### config.mk
export PLATFORM = sky130hd
export DESIGN_NAME = utf16_byte_stream_decoder_flat
export DESIGN_NICKNAME = d
export VERILOG_FILES = /design/src/design/u16d_pkg.sv /design/src/design/u16d_if.sv /design/src/design/utf16_byte_stream_decoder.sv /design/src/design/u16d_core.sv /design/src/design/u16d_obuf.sv /design/src/flat_wrapper.sv
export SDC_FILE = /design/constraint.sdc
export NUM_CORES = 1
export LEC_CHECK = 0
export CORE_UTILIZATION = 40
export DETAILED_ROUTE_END_ITERATION = 8
export DONT_BUFFER_PORTS = 1
export SETUP_SLACK_MARGIN = 0.15
export SLEW_MARGIN = 5
export SYNTH_ARGS = -nofsm -noshare
export SYNTH_HDL_FRONTEND = slang
export SYNTH_SLANG_ARGS = --single-unit
### constraint.sdc
create_clock -name i_clk -period 4.2 [get_ports i_clk]
set_input_delay 0 -clock i_clk [delete_from_list [all_inputs] [get_ports i_clk]]
set_output_delay 0 -clock i_clk [all_outputs]
set_load 0.03 [all_outputs]
### src/design/u16d_pkg.sv
// Package for the UTF-16 byte stream decoder: constants and result types.
// Used by the interfaces, the core, the output buffer and the top level.
`default_nettype none

package u16d_pkg;

    localparam int unsigned BYTE_W = 8;
    localparam int unsigned UNIT_W = 16;
    localparam int unsigned CP_W   = 21;
    localparam int unsigned SIZE_W = 3;

    // surrogate prefixes: the top six bits of a 16-bit unit
    localparam logic [5:0] LEAD_PREFIX  = 6'b110110;   // 0xD800..0xDBFF
    localparam logic [5:0] TRAIL_PREFIX = 6'b110111;   // 0xDC00..0xDFFF

    localparam logic [CP_W-1:0]   SUPPL_BASE = 21'h10000;
    localparam logic [SIZE_W-1:0] SIZE_UNIT  = 3'd2;
    localparam logic [SIZE_W-1:0] SIZE_PAIR  = 3'd4;

    // output buffer depth: one pending result plus the two a byte can cause
    localparam int unsigned OBUF_DEPTH = 3;

    typedef struct packed {
        logic [CP_W-1:0]   code_point;
        logic [SIZE_W-1:0] size_bytes;
        logic              malformed;
        logic              last;
    } t_result;

    // results caused by one accepted byte, in order: res0 then res1
    typedef struct packed {
        logic [1:0] count;
        t_result    res0;
        t_result    res1;
    } t_push;

endpackage

`default_nettype wire

### src/design/u16d_if.sv
// Channel interfaces of the decoder: byte input, result output, config write.
// Depends on u16d_pkg for field widths.
`default_nettype none

interface u16d_in_if;
    logic                          valid;
    logic                          ready;
    logic [u16d_pkg::BYTE_W-1:0]   data_byte;
    logic                          end_of_stream;

    modport source (output valid, output data_byte, output end_of_stream, input ready);
    modport sink   (input valid, input data_byte, input end_of_stream, output ready);
endinterface

interface u16d_out_if;
    logic                          valid;
    logic                          ready;
    logic [u16d_pkg::CP_W-1:0]     code_point;
    logic [u16d_pkg::SIZE_W-1:0]   size_bytes;
    logic                          malformed;
    logic                          last;

    modport source (output valid, output code_point, output size_bytes, output malformed,
                    output last, input ready);
    modport sink   (input valid, input code_point, input size_bytes, input malformed,
                    input last, output ready);
endinterface

interface u16d_cfg_if;
    logic valid;
    logic ready;
    logic big_endian;

    modport source (output valid, output big_endian, input ready);
    modport sink   (input valid, input big_endian, output ready);
endinterface

`default_nettype wire

### src/design/utf16_byte_stream_decoder.sv
// UTF-16 byte stream decoder, top level. A result enters the result queue when
// the byte that completes it is accepted. Throughput: one byte per cycle while
// the queue has room; the two results of one byte leave one after the other,
// set by the single output port draining the result queue.
// Reset: synchronous, active low; clears stream state, the result queue and
// big_endian (low byte first).
`default_nettype none

module utf16_byte_stream_decoder #(
    parameter int unsigned OBUF_DEPTH = u16d_pkg::OBUF_DEPTH
) (
    input  wire logic   i_clk,
    input  wire logic   i_rst_n,
    u16d_in_if.sink     i_in,
    u16d_out_if.source  o_out,
    u16d_cfg_if.sink    i_cfg
);

    u16d_pkg::t_push    push;
    u16d_pkg::t_result  head;
    logic               room;
    logic               accept;

    assign i_cfg.ready = 1'b1;
    assign i_in.ready  = room;
    assign accept      = i_in.valid && room;

    u16d_core u_core (
        .i_clk            (i_clk),
        .i_rst_n          (i_rst_n),
        .i_cfg_we         (i_cfg.valid),
        .i_cfg_big_endian (i_cfg.big_endian),
        .i_accept         (accept),
        .i_data_byte      (i_in.data_byte),
        .i_end_of_stream  (i_in.end_of_stream),
        .o_push           (push)
    );

    u16d_obuf #(
        .DEPTH (OBUF_DEPTH)
    ) u_obuf (
        .i_clk   (i_clk),
        .i_rst_n (i_rst_n),
        .i_push  (push),
        .i_pop   (o_out.ready),
        .o_room  (room),
        .o_valid (o_out.valid),
        .o_head  (head)
    );

    assign o_out.code_point = head.code_point;
    assign o_out.size_bytes = head.size_bytes;
    assign o_out.malformed  = head.malformed;
    assign o_out.last       = head.last;

endmodule

`default_nettype wire

### src/design/u16d_core.sv
// Decoder core: byte pairing, surrogate handling and the config register.
// Depends on u16d_pkg; produces up to two results per accepted byte.
`default_nettype none

module u16d_core (
    input  wire logic                        i_clk,
    input  wire logic                        i_rst_n,
    input  wire logic                        i_cfg_we,
    input  wire logic                        i_cfg_big_endian,
    input  wire logic                        i_accept,
    input  wire logic [u16d_pkg::BYTE_W-1:0] i_data_byte,
    input  wire logic                        i_end_of_stream,
    output u16d_pkg::t_push                  o_push
);

    logic                          r_big_endian;
    logic                          r_byte_phase, n_byte_phase;
    logic [u16d_pkg::BYTE_W-1:0]   r_first_byte, n_first_byte;
    logic                          r_lead_held, n_lead_held;
    logic [9:0]                    r_lead_bits, n_lead_bits;

    logic [u16d_pkg::UNIT_W-1:0]   unit;
    logic                          is_lead, is_trail;
    u16d_pkg::t_result             lead_res, unit_res, pair_res;
    u16d_pkg::t_push               push;

    assign unit = r_big_endian ? {r_first_byte, i_data_byte} : {i_data_byte, r_first_byte};
    assign is_lead  = (unit[15:10] == u16d_pkg::LEAD_PREFIX);
    assign is_trail = (unit[15:10] == u16d_pkg::TRAIL_PREFIX);

    always_comb begin
        lead_res.code_point = {5'd0, u16d_pkg::LEAD_PREFIX, r_lead_bits};
        lead_res.size_bytes = u16d_pkg::SIZE_UNIT;
        lead_res.malformed  = 1'b1;
        lead_res.last       = 1'b0;

        unit_res.code_point = {5'd0, unit};
        unit_res.size_bytes = u16d_pkg::SIZE_UNIT;
        unit_res.malformed  = 1'b0;
        unit_res.last       = 1'b0;

        pair_res.code_point = u16d_pkg::SUPPL_BASE + {1'b0, r_lead_bits, unit[9:0]};
        pair_res.size_bytes = u16d_pkg::SIZE_PAIR;
        pair_res.malformed  = 1'b0;
        pair_res.last       = 1'b0;
    end

    always_comb begin
        n_byte_phase = r_byte_phase;
        n_first_byte = r_first_byte;
        n_lead_held  = r_lead_held;
        n_lead_bits  = r_lead_bits;
        push         = '0;
        push.res0    = unit_res;
        push.res1    = unit_res;

        if (!r_byte_phase) begin
            n_byte_phase = 1'b1;
            n_first_byte = i_data_byte;
        end else begin
            n_byte_phase = 1'b0;
            n_first_byte = '0;
            if (r_lead_held && is_trail) begin
                n_lead_held = 1'b0;
                n_lead_bits = '0;
                push.res0   = pair_res;
                push.count  = 2'd1;
            end else begin
                if (r_lead_held) begin
                    push.res0  = lead_res;
                    push.count = 2'd1;
                end
                if (is_lead) begin
                    n_lead_held = 1'b1;
                    n_lead_bits = unit[9:0];
                end else begin
                    n_lead_held = 1'b0;
                    n_lead_bits = '0;
                    if (r_lead_held) begin
                        push.res1  = unit_res;
                        push.count = 2'd2;
                    end else begin
                        push.res0  = unit_res;
                        push.count = 2'd1;
                    end
                end
            end
        end

        if (i_end_of_stream) begin
            // flush whatever lead is held after this byte
            if (n_lead_held) begin
                if (push.count == 2'd0) begin
                    push.res0 = lead_res;
                    push.res0.code_point = {5'd0, u16d_pkg::LEAD_PREFIX, n_lead_bits};
                end else begin
                    push.res1 = lead_res;
                    push.res1.code_point = {5'd0, u16d_pkg::LEAD_PREFIX, n_lead_bits};
                end
                push.count = push.count + 2'd1;
            end
            n_byte_phase = 1'b0;
            n_first_byte = '0;
            n_lead_held  = 1'b0;
            n_lead_bits  = '0;
        end

        if (push.count == 2'd1) begin
            push.res0.last = 1'b1;
        end
        if (push.count == 2'd2) begin
            push.res1.last = 1'b1;
        end
        if (!i_accept) begin
            push.count = 2'd0;
        end
    end

    assign o_push = push;

    always_ff @(posedge i_clk) begin
        if (!i_rst_n) begin
            r_big_endian <= 1'b0;
            r_byte_phase <= 1'b0;
            r_first_byte <= '0;
            r_lead_held  <= 1'b0;
            r_lead_bits  <= '0;
        end else begin
            if (i_cfg_we) begin
                r_big_endian <= i_cfg_big_endian;
            end
            if (i_accept) begin
                r_byte_phase <= n_byte_phase;
                r_first_byte <= n_first_byte;
                r_lead_held  <= n_lead_held;
                r_lead_bits  <= n_lead_bits;
            end
        end
    end

endmodule

`default_nettype wire

### src/design/u16d_obuf.sv
// Result buffer: a short shift queue that takes up to two results a cycle
// and hands one a cycle to the output while it is ready. Depends on u16d_pkg.
`default_nettype none

module u16d_obuf #(
    parameter int unsigned DEPTH = u16d_pkg::OBUF_DEPTH
) (
    input  wire logic            i_clk,
    input  wire logic            i_rst_n,
    input  wire u16d_pkg::t_push i_push,
    input  wire logic            i_pop,
    output logic                 o_room,
    output logic                 o_valid,
    output u16d_pkg::t_result    o_head
);

    localparam int unsigned CNT_W = $clog2(DEPTH + 1);

    u16d_pkg::t_result r_slot [DEPTH];
    u16d_pkg::t_result n_slot [DEPTH];
    logic [CNT_W-1:0]  r_cnt, n_cnt, base;
    logic              pop;

    assign pop     = i_pop && (r_cnt != '0);
    assign base    = r_cnt - CNT_W'(pop);
    assign o_valid = (r_cnt != '0);
    assign o_head  = r_slot[0];
    // room for the worst case of two new results
    assign o_room  = (base <= CNT_W'(DEPTH - 2));

    always_comb begin
        for (int k = 0; k < DEPTH; k++) begin
            if (pop && (k + 1 < DEPTH)) begin
                n_slot[k] = r_slot[k + 1];
            end else begin
                n_slot[k] = r_slot[k];
            end
        end
        for (int k = 0; k < DEPTH; k++) begin
            if ((i_push.count != 2'd0) && (base == CNT_W'(k))) begin
                n_slot[k] = i_push.res0;
            end
            if ((i_push.count == 2'd2) && (base + CNT_W'(1) == CNT_W'(k))) begin
                n_slot[k] = i_push.res1;
            end
        end
        n_cnt = base + CNT_W'(i_push.count);
    end

    always_ff @(posedge i_clk) begin
        if (!i_rst_n) begin
            r_cnt <= '0;
        end else begin
            r_cnt <= n_cnt;
        end
    end

    always_ff @(posedge i_clk) begin
        for (int k = 0; k < DEPTH; k++) begin
            r_slot[k] <= n_slot[k];
        end
    end

endmodule

`default_nettype wire
### src/flat_wrapper.sv
// flat-port wrapper written by rule: the top's interface ports become plain ports
module utf16_byte_stream_decoder_flat 
#(
    parameter int unsigned OBUF_DEPTH = u16d_pkg::OBUF_DEPTH
)
  (i_clk, i_rst_n, i_in_valid, i_in_data_byte, i_in_end_of_stream, i_in_ready, o_out_valid, o_out_code_point, o_out_size_bytes, o_out_malformed, o_out_last, o_out_ready, i_cfg_valid, i_cfg_big_endian, i_cfg_ready);
  u16d_in_if i_in_i ();
  u16d_out_if o_out_i ();
  u16d_cfg_if i_cfg_i ();
  input  wire logic i_clk;
  input  wire logic i_rst_n;
  input wire logic [$bits(i_in_i.valid)-1:0] i_in_valid;
  input wire logic [$bits(i_in_i.data_byte)-1:0] i_in_data_byte;
  input wire logic [$bits(i_in_i.end_of_stream)-1:0] i_in_end_of_stream;
  output wire logic [$bits(i_in_i.ready)-1:0] i_in_ready;
  output wire logic [$bits(o_out_i.valid)-1:0] o_out_valid;
  output wire logic [$bits(o_out_i.code_point)-1:0] o_out_code_point;
  output wire logic [$bits(o_out_i.size_bytes)-1:0] o_out_size_bytes;
  output wire logic [$bits(o_out_i.malformed)-1:0] o_out_malformed;
  output wire logic [$bits(o_out_i.last)-1:0] o_out_last;
  input wire logic [$bits(o_out_i.ready)-1:0] o_out_ready;
  input wire logic [$bits(i_cfg_i.valid)-1:0] i_cfg_valid;
  input wire logic [$bits(i_cfg_i.big_endian)-1:0] i_cfg_big_endian;
  output wire logic [$bits(i_cfg_i.ready)-1:0] i_cfg_ready;
  assign i_in_i.valid = i_in_valid;
  assign i_in_i.data_byte = i_in_data_byte;
  assign i_in_i.end_of_stream = i_in_end_of_stream;
  assign i_in_ready = i_in_i.ready;
  assign o_out_valid = o_out_i.valid;
  assign o_out_code_point = o_out_i.code_point;
  assign o_out_size_bytes = o_out_i.size_bytes;
  assign o_out_malformed = o_out_i.malformed;
  assign o_out_last = o_out_i.last;
  assign o_out_i.ready = o_out_ready;
  assign i_cfg_i.valid = i_cfg_valid;
  assign i_cfg_i.big_endian = i_cfg_big_endian;
  assign i_cfg_ready = i_cfg_i.ready;
  utf16_byte_stream_decoder #(.OBUF_DEPTH(OBUF_DEPTH)) u_core (.i_clk(i_clk), .i_rst_n(i_rst_n), .i_in(i_in_i), .o_out(o_out_i), .i_cfg(i_cfg_i));
endmodule
After elaboration in Yosys (flattened, before gate mapping)
Memories as Yosys holds them, arrays and structs flattened.
Index checks and enable logic that the tools add are counted.
Widths: inputs -> output; s select.
- muxes and demuxes: 35
- reduce and logical (&&, ||, !) cells: 14
- equal/unequal tests: 9
- order comparisons: 1
- add/sub/neg operators: 5
- operators by type and width (cell ; number):
    $mux 26 ; 12
    $mux 54 ; 4
    $mux 10 ; 4
    $mux 28 ; 1
    $mux 27 ; 1
    $add 17x20->21 const A ; 1
    $mux 16 ; 1
    $mux 8 ; 2
    $eq 6x6->1 const B ; 2
    $logic_and 1x1->1 ; 9
    $eq 2x2->1 const B ; 4
    $mux 1 ; 8
    $eq 2x1->1 const B ; 3
    $logic_not 2->1 ; 3
    $add 2x1->2 const B ; 2
    $mux 2 ; 2
    $reduce_bool 2->1 ; 2
    $add 2x2->2 ; 1
    $le 2x1->1 const B ; 1
    $sub 2x1->2 ; 1
- RAM bits: 78
- memories kept: 1
- input bits: 15
- output and inout port bits: 29
- logic and storage cells: 71
- bits in registers: 23
- memories (name ; depth ; bits a word ; read ports ; clocked after Yosys merged registers in ; write ports ; line ; RTL):
    u_core.u_obuf.r_slot ; 3 ; 26 ; 3 ; 0 ; 3 ; u16d_obuf.sv:19 ; u16d_pkg::t_result r_slot [DEPTH];

Depth between registers and ports, before layout
- depth after elaboration: 15
- gate-level depth with buffers: 17
- depth with buffers taken out: 15

Hierarchy
A second synthesis with hierarchy kept.
- cell total of the unflattened synthesis: 596
- area total of the unflattened synthesis: 6193.4 um^2
- by module, submodules not included (module ; sequential area each (um^2) ; cells each ; times used ; area an instance (um^2)):
    u16d_obuf ; 2382.3 ; 345 ; 1 ; 4302.9
    u16d_core ; 420.4 ; 248 ; 1 ; 1873.0
    utf16_byte_stream_decoder ; 0.0 ; 3 ; 1 ; 17.5

Worst setup path before layout
No wires, ideal clock.
- path type: register -> register
- start: register u_core.u_obuf.r_cnt[1] (netlist name)
- end: memory u_core.u_obuf.r_slot[0][52] in the netlist's numbering (enable)
- required time: 3.827 ns
- setup time: 0.373 ns
- path slack: -0.023 ns
- cell stages (with the launch flop): 15
- buffers on the path: 3
- data arrival time: 3.850 ns
- clock period less this slack: 4.223 ns
- cell sequence: dfxtp_1 > or2_2 > nand2_1 > clkbuf_1 > inv_1 > ha_1 > xnor2_1 > and2_1 > buf_2 > nand3_1 > o32ai_4 > and2b_1 > nand2_1 > buf_2 > inv_1
- RTL lines (item ; line):
    end, declared ; u16d_obuf.sv:19

==> results by group <==
STA
  • Slew margin rel.: 0.146
  • Worst hold slack: 0.0538 ns
  • Tmin final: 3.67 ns
  • Slew Limit Fails: 0
  • Clock skew: 0.00709 ns
  • Setup-failing EPs final: 0
  • Max Fclk: 273 MHz
  • Final Hold Viols: 0
  • Setup repair after global routing missed its margin: false
  • Worst-Margin Slew: 1.27 ns
  • Crit share post-route: 0.874
  • Setup TNS: 0 ns
  • Setup ws final: 0.530 ns

Yosys
  • Cell count after synthesis: 532
  • Ys async rst share: 0
  • Number of enable flip-flop cells after synthesis: 54
  • Top_reg_cell synth: edfxtp_1
  • Yosys cell types: 58
  • Syn Nets: 553
  • #FFs+latches synth: 98
  • Post-synthesis sequential area ratio: 0.487
  • Synth Warn #: 0
  • Mean post-synth cell area: 9.67 um^2
  • Mapped cell area: 0.00514 mm^2

Power
  • Maximum vdd drop: 259 uV
  • LEAKAGE: 0.00218 uW
  • Pwr dens: 555 mW/mm^2

Global routing
  • Total Routing Usage GR: 0.184
  • Vias in the first global route: 3372
  • First-pass GRT wire length: 18100 um
  • Largest net degree at the start of global routing: 33
  • Total gr overflow: 0
  • Initial antenna violation count: 0

Clocking
  • Clock sink count: 98
  • CTS tree: yes
  • H-tree levels: 3
  • CTS buffer count: 9
  • Clock Latency Late Sink: 0.35 ns
  • CTS Buffer Depth: 2
  • Clk slew on worst S/H paths: 0.07 ns
  • Root Driver: clkbuf_16

Critical path
  • CP arrival: 3.69 ns
  • CP Data Required Time: 4.22 ns
  • Startpoint types: register
  • Critical path endpoint category: register
  • CP max FO: 19
  • Setup CP Type: register to register

Floorplan
  • Chip width: 115 um
  • Core ar.: 0.0126 mm^2
  • Die ar.: 0.0133 mm^2
  • Die H: 115 um
  • Initial Util: 0.409
  • Row Count: 41
  • IO Count: 44

Routing
  • WL per Instance: 16.8 um
  • DRC Markers: 0
  • Routed Antenna Nets: 0
  • Via count: 3621
  • DR pass1 iterations: 5
  • Vias per std cell: 5.27
  • Iter 0 DRT Violations: 267
  • Wirelength, routed: 11500 um

Placed design
  • Place WS: 0.281 ns
  • RePlAce Congestion: 0.819
  • Placed wire-length estimate: 7900 um
  • Port-buffer cells: 0
  • Placed insts: 659

Flow run
  • Max Cap Viol: 0

Final layout
  • Filler Cell Count: 1247
  • Area growth, synth to finish: 7.08%
  • Final net count: 531
  • Fin cells: 687
  • Share of cells above drive strength 1: 0.115
  • ANT cells: 0

Status
  • Status: completed

Worst hold path
  • Hold crit path type: input pin to register
==> area by class of cell <==
cell class	count	area, um^2	area share
Clock buffer	10	229	0.0416
Inverter	11	41.3	0.00750
Timing Repair Buffer	23	203	0.0368
Tap cell	172	215	0.0391
Sequential cell	98	2500	0.454
Multi-Input combinational cell	367	2230	0.406
Clock inverter	6	82.6	0.0150
==> cell usage in the layout, fill, tap and decap left out, types with 10 or more instances in the layout <==
cell type / netlist / routed
nand2_1: 94 / 93
edfxtp_1: 54 / 54
dfxtp_1: 44 / 44
o21ai_0: 42 / 42
nor2_1: 35 / 35
and2_1: 25 / 25
mux2i_1: 20 / 20
o21ai_1: 17 / 16
o21a_1: 16 / 16
a22oi_1: 13 / 13
nand3_1: 12 / 12
dlygate4sd3_1: 0 / 12
buf_4: 28 / 11
inv_1: 10 / 10
==> where the power goes <==
part / internal, uW / total [uW] / switching [uW]
combinational: 250 / 705 / 455
sequential: 1240 / 1480 / 237
clock: 518 / 872 / 355
==> cell families (layout without fill, tap and decap cells) <==
kind of cell | Yosys count | count (layout) | synth area share
DFF | 98 | 98 | 0.487
adders and majority gates | 6 | 6 | 0.0146
AOI/OAI and AO/OA | 139 | 139 | 0.183
other | 2 | 2 | 0.00146
muxes | 27 | 27 | 0.0550
xor gates and xnor gates | 4 | 4 | 0.00681
and+or+nand+nor | 189 | 189 | 0.170
buffers and inverters | 67 | 50 | 0.0825
==> per-stage QoR <==
stage	area (um^2)	utilization	total power, uW
floorplan	5150	-	2120
global placement	5070	0.403	2180
detailed placement	5070	0.403	2200
CTS	5500	0.438	3080
global route	5510	0.438	3210
finish	5510	0.438	3060
==> routing by layer <==
| metal | vias to the layer above | share of wire | global-route usage |
|---|---|---|---|
| met1 | 1704 | 0.50 | 0.260 |
| li1 | 1800 | - | - |
| met5 | - | 0 | 0 |
| met2 | 103 | 0.43 | 0.272 |
| met4 | 0 | 0.019 | 0.0658 |
| met3 | 14 | 0.056 | 0.0448 |
==> timing repair <==
action / CTS / global route
hold buffers: 12 / 0
endpoints found under the setup margin: 0 / 20
endpoints found under the hold margin: 23 / 0
resized for setup: 0 / 2
buffers inserted: 0 / 0
==> Yosys cell counts, types with 6 or more instances <==
cell type  instances  area (um^2)
buf_6              8         90.1
nor2_1            35          131
o21ai_1           17         85.1
mux2_2             6         67.6
nand3_1           12         60.1
a22oi_1           13         97.6
buf_2              6         30.0
o21a_1            16          120
a21boi_0           9         67.6
clkbuf_1          13         48.8
and2_1            25          156
inv_1             10         37.5
a211oi_1           7         52.6
dfxtp_1           44          881
nand2_1           94          353
buf_4             28          210
ha_1               6         75.1
o21ai_0           42          210
edfxtp_1          54         1620
o22ai_1            8         50.1
mux2i_1           20          200
a21oi_1            9         45.0
==> registers in the layout (all words and copies together), names as in the netlist <==
| register | cells |
|---|---|
| u_core.u_core.r_big_endian | 1 |
| u_core.u_core.r_byte_phase | 1 |
| u_core.u_core.r_first_byte | 8 |
| u_core.u_core.r_lead_bits | 10 |
| u_core.u_core.r_lead_held | 1 |
| u_core.u_obuf.r_cnt | 2 |
| u_core.u_obuf.r_slot | 75 |
==> critical path, cell delays in order, from the launching register on <==
cell,delay [ns]
dfxtp_1,0.46
buf_4,0.30
nand2_1,0.10
o22ai_1,0.18
o21a_2,0.22
inv_2,0.05
ha_1,0.33
o21ai_0,0.11
ha_1,0.33
nand3_1,0.11
o32ai_4,0.25
nand2_2,0.37
nand3_1,0.21
buf_4,0.31
==> final timing paths <==
path	startpoint	to	slack (ns)	cells past startpoint
setup / recovery	u_core.u_core.r_big_endian	u_core.u_obuf.r_slot[0][42]	0.53	13
hold / removal	i_in_data_byte[5]	u_core.u_core.r_lead_bits[5]	0.05	3
setup reg to reg	u_core.u_core.r_big_endian	u_core.u_obuf.r_slot[0][42]	0.53	13
hold reg to reg	u_core.u_obuf.r_slot[0][74]	u_core.u_obuf.r_slot[0][74]	0.46	1
Power figures use the tool's default switching activity.
